## config.mk

```make
export PLATFORM = sky130hd
export DESIGN_NAME = latm_loas_frame_packer
export DESIGN_NICKNAME = d
export VERILOG_FILES = /design/src/hdl/lfp_pkg.sv /design/src/hdl/lfp_front.sv /design/src/hdl/lfp_queue.sv /design/src/hdl/lfp_back.sv /design/src/hdl/latm_loas_frame_packer.sv
export SDC_FILE = /design/constraint.sdc
export NUM_CORES = 1
export LEC_CHECK = 0
export ABC_AREA = 1
export BUFFER_PORTS_ARGS = -buffer_cell sky130_fd_sc_hd__buf_4
export CAP_MARGIN = 20
export CORE_UTILIZATION = 40
export CTS_CLUSTER_DIAMETER = 200
export DETAILED_ROUTE_END_ITERATION = 6
export GPL_TIMING_DRIVEN = 0
export PLACE_DENSITY = 0.64
export SLEW_MARGIN = 20
export SYNTH_ARGS = -nofsm -noshare
export SYNTH_HDL_FRONTEND = slang
export SYNTH_SLANG_ARGS = --single-unit
```

## constraint.sdc

```tcl
create_clock -name i_clk -period 12.96 [get_ports i_clk]
set_input_delay 0.648 -clock i_clk [delete_from_list [all_inputs] [get_ports i_clk]]
set_output_delay 0.648 -clock i_clk [all_outputs]
set_load 0.01 [all_outputs]
```

## src/hdl/lfp_pkg.sv

```systemverilog
// ----------------------------------------------------------------------------
// lfp_pkg - shared types and constants of the LOAS/LATM frame packer
// Request payload structs, queue entry layout and register indexes.
// ----------------------------------------------------------------------------
package lfp_pkg;

    // Largest access unit accepted; longer units are saturated to this
    localparam logic [9:0] LFP_MAX_AU_BYTES = 10'd960;

    // Front/back queue
    localparam int LFP_QDEPTH = 4;
    localparam int LFP_QAW    = $clog2(LFP_QDEPTH);
    localparam int LFP_QCW    = $clog2(LFP_QDEPTH + 1);

    // Input action codes
    localparam logic ACT_START = 1'b0;
    localparam logic ACT_BYTE  = 1'b1;

    // Configuration register indexes
    localparam logic [1:0] CFG_SBR_ENABLE  = 2'd0;
    localparam logic [1:0] CFG_DAC_RATE_48K = 2'd1;
    localparam logic [1:0] CFG_STEREO_MODE = 2'd2;

    // Header constants
    localparam logic [10:0] LFP_SYNCWORD   = 11'h2B7;
    localparam logic [4:0]  LFP_AOT_SBR    = 5'b00101;
    localparam logic [4:0]  LFP_AOT_LC     = 5'b00010;
    localparam logic [2:0]  LFP_GA_CONFIG  = 3'b100;
    localparam logic [7:0]  LFP_FULLNESS   = 8'hFF;

    typedef struct packed {
        logic       action;
        logic [9:0] au_length;
        logic [7:0] payload_byte;
    } t_lfp_in;

    typedef struct packed {
        logic [7:0] out_byte;
        logic       frame_end;
    } t_lfp_out;

    typedef enum logic [1:0] {
        KIND_START = 2'd0,
        KIND_DATA  = 2'd1,
        KIND_LAST  = 2'd2
    } t_lfp_kind;

    // One classified request for the back end
    typedef struct packed {
        t_lfp_kind   kind;
        logic [7:0]  data_byte;
        logic        sbr;
        logic [3:0]  core;
        logic [3:0]  chan;
        logic [3:0]  ext;
        logic [2:0]  nlen;
        logic [7:0]  rem;
        logic [12:0] total_m3;
        logic [3:0]  hcnt;
        logic        empty;
    } t_lfp_entry;

    typedef struct packed {
        logic full;
        logic empty;
    } t_lfp_qstat;

endpackage

```

## src/hdl/lfp_front.sv

```systemverilog
// ----------------------------------------------------------------------------
// lfp_front - request intake and classification
// Holds the configuration registers and the open-frame byte count, drops
// stray payload bytes and precomputes header fields for each start request.
// ----------------------------------------------------------------------------
module lfp_front (
    input  logic                i_clk,
    input  logic                i_rst_n,
    input  logic                i_in_valid,
    output logic                o_in_stall,
    input  lfp_pkg::t_lfp_in    i_in_data,
    input  logic                i_cfg_valid,
    output logic                o_cfg_ready,
    input  logic [1:0]          i_cfg_index,
    input  logic                i_cfg_data,
    input  lfp_pkg::t_lfp_qstat i_qstat,
    output logic                o_push,
    output lfp_pkg::t_lfp_entry o_entry
);
    import lfp_pkg::*;

    logic       r_sbr, r_dac48, r_stereo;
    logic [9:0] r_bytes_left, n_bytes_left;
    logic       accept;
    logic [9:0] len_sat;
    logic [9:0] sub;
    logic [2:0] nlen;

    assign o_cfg_ready = 1'b1;
    assign o_in_stall  = i_qstat.full;
    assign accept      = i_in_valid && !i_qstat.full;

    // configuration registers
    always_ff @(posedge i_clk) begin
        if (!i_rst_n) begin
            r_sbr    <= 1'b0;
            r_dac48  <= 1'b1;
            r_stereo <= 1'b0;
        end else if (i_cfg_valid) begin
            case (i_cfg_index)
                CFG_SBR_ENABLE:   r_sbr    <= i_cfg_data;
                CFG_DAC_RATE_48K: r_dac48  <= i_cfg_data;
                CFG_STEREO_MODE:  r_stereo <= i_cfg_data;
                default: ;
            endcase
        end
    end

    // length saturation and 255-coding
    always_comb begin
        len_sat = (i_in_data.au_length > LFP_MAX_AU_BYTES) ? LFP_MAX_AU_BYTES
                                                           : i_in_data.au_length;
        if (len_sat >= 10'd765) begin
            nlen = 3'd4;
            sub  = 10'd765;
        end else if (len_sat >= 10'd510) begin
            nlen = 3'd3;
            sub  = 10'd510;
        end else if (len_sat >= 10'd255) begin
            nlen = 3'd2;
            sub  = 10'd255;
        end else begin
            nlen = 3'd1;
            sub  = 10'd0;
        end
    end

    // classify the request and build the queue entry
    always_comb begin
        logic [9:0] diff;
        diff             = len_sat - sub;
        o_entry          = '0;
        o_entry.data_byte = i_in_data.payload_byte;
        o_entry.sbr      = r_sbr;
        o_entry.core     = r_dac48 ? (r_sbr ? 4'd6 : 4'd3) : (r_sbr ? 4'd8 : 4'd5);
        o_entry.ext      = r_dac48 ? 4'd3 : 4'd5;
        o_entry.chan     = r_stereo ? 4'd2 : 4'd1;
        o_entry.nlen     = nlen;
        o_entry.rem      = diff[7:0];
        o_entry.total_m3 = 13'(len_sat) + 13'(nlen) + (r_sbr ? 13'd7 : 13'd6);
        o_entry.empty    = (len_sat == 10'd0);
        o_entry.hcnt     = 4'(nlen) + (r_sbr ? 4'd9 : 4'd8) + 4'(o_entry.empty);
        n_bytes_left     = r_bytes_left;
        o_push           = 1'b0;
        if (i_in_data.action == ACT_START) begin
            o_entry.kind = KIND_START;
        end else if (r_bytes_left == 10'd1) begin
            o_entry.kind = KIND_LAST;
        end else begin
            o_entry.kind = KIND_DATA;
        end
        if (accept) begin
            if (i_in_data.action == ACT_START) begin
                o_push       = 1'b1;
                n_bytes_left = len_sat;
            end else if (r_bytes_left != 10'd0) begin
                o_push       = 1'b1;
                n_bytes_left = r_bytes_left - 10'd1;
            end
        end
    end

    always_ff @(posedge i_clk) begin
        if (!i_rst_n) begin
            r_bytes_left <= '0;
        end else begin
            r_bytes_left <= n_bytes_left;
        end
    end

endmodule

```

## src/hdl/lfp_queue.sv

```systemverilog
// ----------------------------------------------------------------------------
// lfp_queue - short register queue between front and back
// Simultaneous push and pop supported; head entry read directly.
// ----------------------------------------------------------------------------
module lfp_queue (
    input  logic                i_clk,
    input  logic                i_rst_n,
    input  logic                i_push,
    input  lfp_pkg::t_lfp_entry i_entry,
    input  logic                i_pop,
    output lfp_pkg::t_lfp_entry o_head,
    output lfp_pkg::t_lfp_qstat o_qstat
);
    import lfp_pkg::*;

    t_lfp_entry           r_mem [LFP_QDEPTH];
    logic [LFP_QAW-1:0]   r_wr_ptr, r_rd_ptr;
    logic [LFP_QCW-1:0]   r_count;

    assign o_head        = r_mem[r_rd_ptr];
    assign o_qstat.full  = (r_count == LFP_QCW'(LFP_QDEPTH));
    assign o_qstat.empty = (r_count == '0);

    // storage
    always_ff @(posedge i_clk) begin
        if (i_push) begin
            r_mem[r_wr_ptr] <= i_entry;
        end
    end

    // pointers and fill count
    always_ff @(posedge i_clk) begin
        if (!i_rst_n) begin
            r_wr_ptr <= '0;
            r_rd_ptr <= '0;
            r_count  <= '0;
        end else begin
            if (i_push) begin
                r_wr_ptr <= (r_wr_ptr == LFP_QAW'(LFP_QDEPTH - 1)) ? '0 : r_wr_ptr + 1'b1;
            end
            if (i_pop) begin
                r_rd_ptr <= (r_rd_ptr == LFP_QAW'(LFP_QDEPTH - 1)) ? '0 : r_rd_ptr + 1'b1;
            end
            if (i_push && !i_pop) begin
                r_count <= r_count + 1'b1;
            end else if (!i_push && i_pop) begin
                r_count <= r_count - 1'b1;
            end
        end
    end

endmodule

```

## src/hdl/lfp_back.sv

```systemverilog
// ----------------------------------------------------------------------------
// lfp_back - bit packer and output register
// Shifts header bytes out, realigns payload bytes by the header's leftover
// bit count and appends the zero-padded final byte.
// ----------------------------------------------------------------------------
module lfp_back (
    input  logic                i_clk,
    input  logic                i_rst_n,
    input  lfp_pkg::t_lfp_entry i_head,
    input  lfp_pkg::t_lfp_qstat i_qstat,
    output logic                o_pop,
    output logic                o_out_valid,
    input  logic                i_out_stall,
    output lfp_pkg::t_lfp_out   o_out_data
);
    import lfp_pkg::*;

    logic [127:0] r_hdr, n_hdr;
    logic [3:0]   r_hcnt, n_hcnt;
    logic         r_hend, n_hend;
    logic         r_pad, n_pad;
    logic [6:0]   r_res, n_res;
    logic [2:0]   r_rcnt, n_rcnt;
    logic         r_ovalid, n_ovalid;
    t_lfp_out     r_out, n_out;

    logic         out_free;
    logic [127:0] hdr_build;
    logic [31:0]  tail;
    logic [14:0]  word_sh;
    logic [7:0]   hnext;
    logic [7:0]   pad_byte;
    logic [6:0]   mask;

    assign o_out_valid = r_ovalid;
    assign o_out_data  = r_out;
    assign out_free    = !r_ovalid || !i_out_stall;

    // header image for the entry at the head of the queue, left aligned
    always_comb begin
        case (i_head.nlen)
            3'd1:    tail = {i_head.rem, 24'h0};
            3'd2:    tail = {8'hFF, i_head.rem, 16'h0};
            3'd3:    tail = {16'hFFFF, i_head.rem, 8'h0};
            default: tail = {24'hFFFFFF, i_head.rem};
        endcase
        if (i_head.sbr) begin
            hdr_build = {LFP_SYNCWORD, i_head.total_m3, 3'b001, 13'b0,
                         LFP_AOT_SBR, i_head.core, i_head.chan, i_head.ext,
                         LFP_AOT_LC, LFP_GA_CONFIG,
                         3'b000, LFP_FULLNESS, 2'b00, tail, 18'b0};
        end else begin
            hdr_build = {LFP_SYNCWORD, i_head.total_m3, 3'b001, 13'b0,
                         LFP_AOT_LC, i_head.core, i_head.chan, LFP_GA_CONFIG,
                         3'b000, LFP_FULLNESS, 2'b00, tail, 27'b0};
        end
    end

    // realignment helpers
    assign word_sh  = {r_res, i_head.data_byte} >> r_rcnt;
    assign hnext    = r_hdr[119:112] >> (4'd8 - {1'b0, r_rcnt});
    assign pad_byte = 8'({1'b0, r_res} << (4'd8 - {1'b0, r_rcnt}));
    assign mask     = ~(7'h7F << r_rcnt);

    // emit selection: header bytes, then pending pad, then next request
    always_comb begin
        n_hdr    = r_hdr;
        n_hcnt   = r_hcnt;
        n_hend   = r_hend;
        n_pad    = r_pad;
        n_res    = r_res;
        n_rcnt   = r_rcnt;
        n_out    = r_out;
        n_ovalid = r_ovalid;
        o_pop    = 1'b0;
        if (out_free) begin
            n_ovalid = 1'b0;
            if (r_hcnt != 4'd0) begin
                n_ovalid          = 1'b1;
                n_out.out_byte    = r_hdr[127:120];
                n_out.frame_end   = (r_hcnt == 4'd1) && r_hend;
                n_hdr             = r_hdr << 8;
                n_hcnt            = r_hcnt - 4'd1;
                if (r_hcnt == 4'd1) begin
                    if (r_hend) begin
                        n_res  = '0;
                        n_rcnt = '0;
                    end else begin
                        n_res  = hnext[6:0];
                    end
                end
            end else if (r_pad) begin
                n_ovalid        = 1'b1;
                n_out.out_byte  = pad_byte;
                n_out.frame_end = 1'b1;
                n_pad           = 1'b0;
                n_res           = '0;
                n_rcnt          = '0;
            end else if (!i_qstat.empty) begin
                o_pop = 1'b1;
                case (i_head.kind)
                    KIND_START: begin
                        n_hdr  = hdr_build;
                        n_hcnt = i_head.hcnt;
                        n_hend = i_head.empty;
                        n_rcnt = i_head.sbr ? 3'd6 : 3'd5;
                        n_res  = '0;
                    end
                    KIND_DATA, KIND_LAST: begin
                        n_ovalid        = 1'b1;
                        n_out.out_byte  = word_sh[7:0];
                        n_out.frame_end = 1'b0;
                        n_res           = i_head.data_byte[6:0] & mask;
                        if (i_head.kind == KIND_LAST) begin
                            if (r_rcnt != 3'd0) begin
                                n_pad = 1'b1;
                            end else begin
                                n_out.frame_end = 1'b1;
                                n_res           = '0;
                            end
                        end
                    end
                    default: ;
                endcase
            end
        end
    end

    always_ff @(posedge i_clk) begin
        if (!i_rst_n) begin
            r_hcnt   <= '0;
            r_hend   <= 1'b0;
            r_pad    <= 1'b0;
            r_res    <= '0;
            r_rcnt   <= '0;
            r_ovalid <= 1'b0;
        end else begin
            r_hcnt   <= n_hcnt;
            r_hend   <= n_hend;
            r_pad    <= n_pad;
            r_res    <= n_res;
            r_rcnt   <= n_rcnt;
            r_ovalid <= n_ovalid;
        end
    end

    always_ff @(posedge i_clk) begin
        r_hdr <= n_hdr;
        r_out <= n_out;
    end

endmodule

```

## src/hdl/latm_loas_frame_packer.sv

```systemverilog
// ----------------------------------------------------------------------------
// latm_loas_frame_packer - LOAS AudioSyncStream / LATM AudioMuxElement packer
// Front end classifies requests, a 4-entry queue decouples it from the bit
// packer, which drives a registered output.
// ----------------------------------------------------------------------------
// Payload byte: queue register, then output register; one byte per cycle while
//   the output is not stalled. Start request: loads the header shifter, then
//   one header byte per cycle likewise (9 to 13 bytes); residue is zero-padded.
// Input stalls only when the 4-entry front/back queue is full.
// Synchronous active-low reset clears queue, residue and counts, and returns
//   the configuration registers to their defaults.
// ----------------------------------------------------------------------------
module latm_loas_frame_packer (
    input  logic              i_clk,
    input  logic              i_rst_n,
    input  logic              i_in_valid,
    output logic              o_in_stall,
    input  lfp_pkg::t_lfp_in  i_in_data,
    output logic              o_out_valid,
    input  logic              i_out_stall,
    output lfp_pkg::t_lfp_out o_out_data,
    input  logic              i_cfg_valid,
    output logic              o_cfg_ready,
    input  logic [1:0]        i_cfg_index,
    input  logic              i_cfg_data
);
    import lfp_pkg::*;

    logic       q_push, q_pop;
    t_lfp_entry q_entry, q_head;
    t_lfp_qstat q_stat;

    // request intake
    lfp_front u_front (
        .i_clk       (i_clk),
        .i_rst_n     (i_rst_n),
        .i_in_valid  (i_in_valid),
        .o_in_stall  (o_in_stall),
        .i_in_data   (i_in_data),
        .i_cfg_valid (i_cfg_valid),
        .o_cfg_ready (o_cfg_ready),
        .i_cfg_index (i_cfg_index),
        .i_cfg_data  (i_cfg_data),
        .i_qstat     (q_stat),
        .o_push      (q_push),
        .o_entry     (q_entry)
    );

    // decoupling queue
    lfp_queue u_queue (
        .i_clk   (i_clk),
        .i_rst_n (i_rst_n),
        .i_push  (q_push),
        .i_entry (q_entry),
        .i_pop   (q_pop),
        .o_head  (q_head),
        .o_qstat (q_stat)
    );

    // bit packer
    lfp_back u_back (
        .i_clk       (i_clk),
        .i_rst_n     (i_rst_n),
        .i_head      (q_head),
        .i_qstat     (q_stat),
        .o_pop       (q_pop),
        .o_out_valid (o_out_valid),
        .i_out_stall (i_out_stall),
        .o_out_data  (o_out_data)
    );

`ifndef SYNTHESIS
    // no push into a full queue
    a_no_overflow: assert property (@(posedge i_clk) disable iff (!i_rst_n)
        q_push |-> !q_stat.full)
        else $error("queue push while full");

    // no pop from an empty queue
    a_no_underflow: assert property (@(posedge i_clk) disable iff (!i_rst_n)
        q_pop |-> !q_stat.empty)
        else $error("queue pop while empty");

    // a stalled result keeps the queue head waiting
    a_hold_on_stall: assert property (@(posedge i_clk) disable iff (!i_rst_n)
        (o_out_valid && i_out_stall) |-> !q_pop)
        else $error("queue popped while output stalled");
`endif

endmodule
```

==> key figures <==
Route
  – DRC Markers: 0
  – Final routed wirelength across all metal layers: 40.6 mm
  – Iter 0 DRT Violations: 1,008
  – Antenna viol nets, final: 0
  – Wire per inst: 18.1 µm
  – Ratio of routed vias to standard cells: between 5 and 6
  – Total vias in the final route: 11,723
  – Iteration count of the initial detailed-routing pass: 7

Cells and area
  – Fraction of final layout cells with drive strength greater than 1: roughly 11%
  – Final net count: 1,755
  – Most common cell after layout, fill and taps aside: sky130_fd_sc_hd__nand2_1
  – Highest-count cells in the layout ignoring fill and taps: sky130_fd_sc_hd__nand2_1 (309), sky130_fd_sc_hd__edfxtp_1 (303), sky130_fd_sc_hd__nor2_1 (214), sky130_fd_sc_hd__inv_1 (136), sky130_fd_sc_hd__o21ai_0 (131)
  – Growth of design area from synthesis to finish: 15.9%
  – Final Util: a little under half
  – Antenna cells: 0

Clock network
  – CTS Buffer Depth: 3
  – TritonCTS clock tree: done
  – Post-CTS Setup Inserts: 0
  – Clock H-tree levels: 2
  – Clock edge transition at the registers on the reported setup and hold paths: about 0.060 ns
  – Number of resized instances in the post-cts repair step: 0
  – Number of clock sinks: 342
  – Hold-fix buffers, CTS: 0
  – Root buffer cell: sky130_fd_sc_hd__clkbuf_16
  – CTS Buf Count: 38
  – Clock latency at the later pin of the worst-skew pair: 0.53 ns

Setup path
  – Kind of start point of the critical path: input pin
  – Crit-path leading delay family: simple AND/OR/NAND/NOR gates
  – Maximum fanout count along the critical path: 8
  – CP bufs+invs: 4
  – Path type of the worst setup path: in -> reg
  – CP max stage delay: 0.66 ns
  – Critical Path Sink Type: flip-flop
  – Critical path, cell by cell: buf_4 -> nor2_1 -> nand3_1 -> nand2_4 -> nand2_1 -> nor3_2 -> nand2_1 -> nand2_2 -> inv_1 -> nor2_1 -> inv_1 -> fa_1 -> xnor2_1 -> nor2_1 -> inv_1 -> nand3_1 -> nor2_2 -> xor2_1
  – Worst reg-to-reg path cell count: 14
  – Data required time at the worst endpoint: 13.25 ns
  – Crit. path cell count: 18
  – Crit path DAT: 4.44 ns
  – Critical-path cell with the highest stage delay: sky130_fd_sc_hd__nor2_1

Status
  – Outcome: completed

Global routing
  – Overall overflow remaining after global route: 0
  – Maximum number of pins on one net before global-route repair: 85
  – Vias in the first global route: between 10,000 and 15,000
  – Global-route wire length before repair: 63.3 mm
  – GRT Util Overall: 20.0%
  – Initial antenna violation count: 0

Yosys
  – Compound-Gate Fraction of Synth Area: 10.9%
  – Post-synthesis instance area: approximately 0.016 mm²
  – Area leader, netlist: sky130_fd_sc_hd__edfxtp_1
  – Post-synthesis mux area share: 0%
  – Count of warnings emitted by yosys: 0
  – Adder-Cell Fraction of Synth Area: 2.92%
  – Cells taking the most area after synthesis: sky130_fd_sc_hd__edfxtp_1 (57%), sky130_fd_sc_hd__nand2_1 (7.2%), sky130_fd_sc_hd__nor2_1 (5.1%), sky130_fd_sc_hd__dfxtp_1 (4.9%), sky130_fd_sc_hd__o21ai_0 (4.1%)
  – Cells after Synth: 1,597
  – Share of Yosys cell area claimed by the top area cell type: 56.8%
  – Post-synthesis sequential area ratio: between 60% and 70%
  – Unique masters post-synth: 48
  – Dominant combinational cell family by area after synthesis: simple AND/OR/NAND/NOR gates
  – Number of storage elements in the synthesis netlist: 342
  – Average cell area after synthesis: between 10 and 15 µm²
  – Simple-Gate Fraction of Synth Area: 17.7%
  – Xor-xnor portion of the synthesized cell area: less than 1%

Floorplan
  – I/O pin count: 39
  – Initial Util: between 40% and 50%
  – Total number of placement rows: 72
  – Die X: roughly 200 µm
  – Die H: about 200 µm
  – Overall die area: 0.0408 mm²
  – Area of the core region: 0.0391 mm²

Timing
  – Share of the cycle needed by the critical path after routing: 32.0%
  – Setup repair after global routing missed its margin: no
  – Final TNS setup: 0 ns
  – Time the final worst path needs with I/O delays and setup: 4.14 ns
  – Skew final: 0.0216 ns
  – Total setup violations reported at the end of the flow: 0
  – Final hold vios: 0
  – Slew at the pin closest to its max-slew limit: about 0.83 ns
  – Maximum operating frequency: between 0.2 and 0.25 GHz
  – Final max-slew violation count: 0
  – Relative slew margins: 44.5%
  – Worst path setup slack after routing: 8.82 ns

Worst hold path
  – Hold Path Cell Cnt: 1
  – Class of the tightest hold or removal check: in -> reg

Place
  – DP Wirelength: 28.9 mm
  – Placer's final routability congestion estimate: 0.870
  – DP Worst Slack: 8.29 ns
  – Number of input and output port buffers inserted: 36

Pwr
  – P_leak: 7.25 nW
  – Power density cells: 249 mW/mm²
  – Max IR drop VDD: a little over 0.0002 V

Run
  – Reported max-cap violation count: 0
[where the power goes]
part | total, W | internal [W] | leakage, nW | switching (W)
clock network | 0.00111 | 0.000683 | 0.641 | 0.000427
logic | 0.00171 | 0.000503 | 3.45 | 0.00120
registers | 0.00181 | 0.00170 | 3.15 | 0.000112
total | 0.00463 | 0.00288 | 7.25 | 0.00174
[final timing paths]
check	startpoint	end	slack [ns]
max	i_in_data[11]	u_queue.r_mem[3][11]$_DFFE_PP_	8.82
min	i_in_data[4]	u_queue.r_mem[0][43]$_DFFE_PP_	0.32
max reg2reg	flip-flop	u_back.r_hcnt[2]$_SDFFE_PN0P_	9.31
min reg2reg	u_front.r_bytes_left[9]$_SDFFE_PN0P_	u_front.r_bytes_left[9]$_SDFFE_PN0P_	0.46
[synthesized netlist by cell type (all sizes together)]
master / number
a211oi: 2
a21oi: 78
a22o: 2
a22oi: 12
a31oi: 35
a32oi: 4
a41oi: 1
buf: 45
clkbuf: 32
clkinv: 2
conb: 2
dfxtp: 39
edfxtp: 303
fa: 4
ha: 31
inv: 143
nand2: 316
nand3: 83
nand3b: 2
nand4: 11
nor2: 229
nor3: 17
nor4: 4
o2111ai: 3
o211a: 1
o211ai: 18
o21a: 1
o21ai: 139
o21bai: 1
o22ai: 8
o31ai: 3
or2: 12
xnor2: 4
xor2: 10
[registers in the layout, indices dropped and copies added, names as in the netlist, 3 cells and up, named ones only]
register and cells:
u_queue.r_mem 184, u_back.r_hdr 110, u_front.r_bytes_left 10, u_back.o_out_data 9
u_back.r_res 7, u_back.r_hcnt 4, u_back.r_rcnt 3, u_queue.r_count 3
[per-stage QoR]
| step | power (W) | hold slack, ns | cells | area, µm² |
|---|---|---|---|---|
| 6_report | 0.00463 | 0.319 | 2241 | 18500 |
| 5_1_grt | 0.00490 | 0.308 | 2241 | 18500 |
| 4_1_cts | 0.00464 | 0.307 | 2241 | 18500 |
| 3_5_place_dp | 0.00352 | 0.456 | 2171 | 17200 |
| 3_3_place_gp | 0.00349 | 0.449 | 2162 | 17000 |
| 2_1_floorplan | 0.00294 | 0.430 | 1608 | 16000 |
[cell type report]
type	instances	area, µm²
inverter	145	549
fill	3659	20600
clock buffer	58	1130
timing repair buffer	45	495
clock inverter	12	189
multi-input combinational	1044	5250
tap	518	648
buffer	77	408
sequential	342	9880
[metal layers]
layer  track usage [%]  share of wire [%]  wire length, µm  up-vias
li1                  -                  -                -     5670
met1              27.0                 44            17900     5592
met2              32.6                 47            19000      385
met3              3.53                6.5             2650       76
met4              6.33                2.8             1120        0
met5                 0                  0                0        -
[kinds of logic (layout without fill, tap and decap cells)]
| kind of cell | after synthesis | count (layout) |
|---|---|---|
| flops | 342 | 342 |
| buf+inv | 222 | 337 |
| compound gates | 308 | 308 |
| other cells | 2 | 13 |
| fa+ha+maj | 35 | 35 |
| simple gates | 674 | 674 |
| xor+xnor | 14 | 14 |
Power figures use the tool's default switching activity.
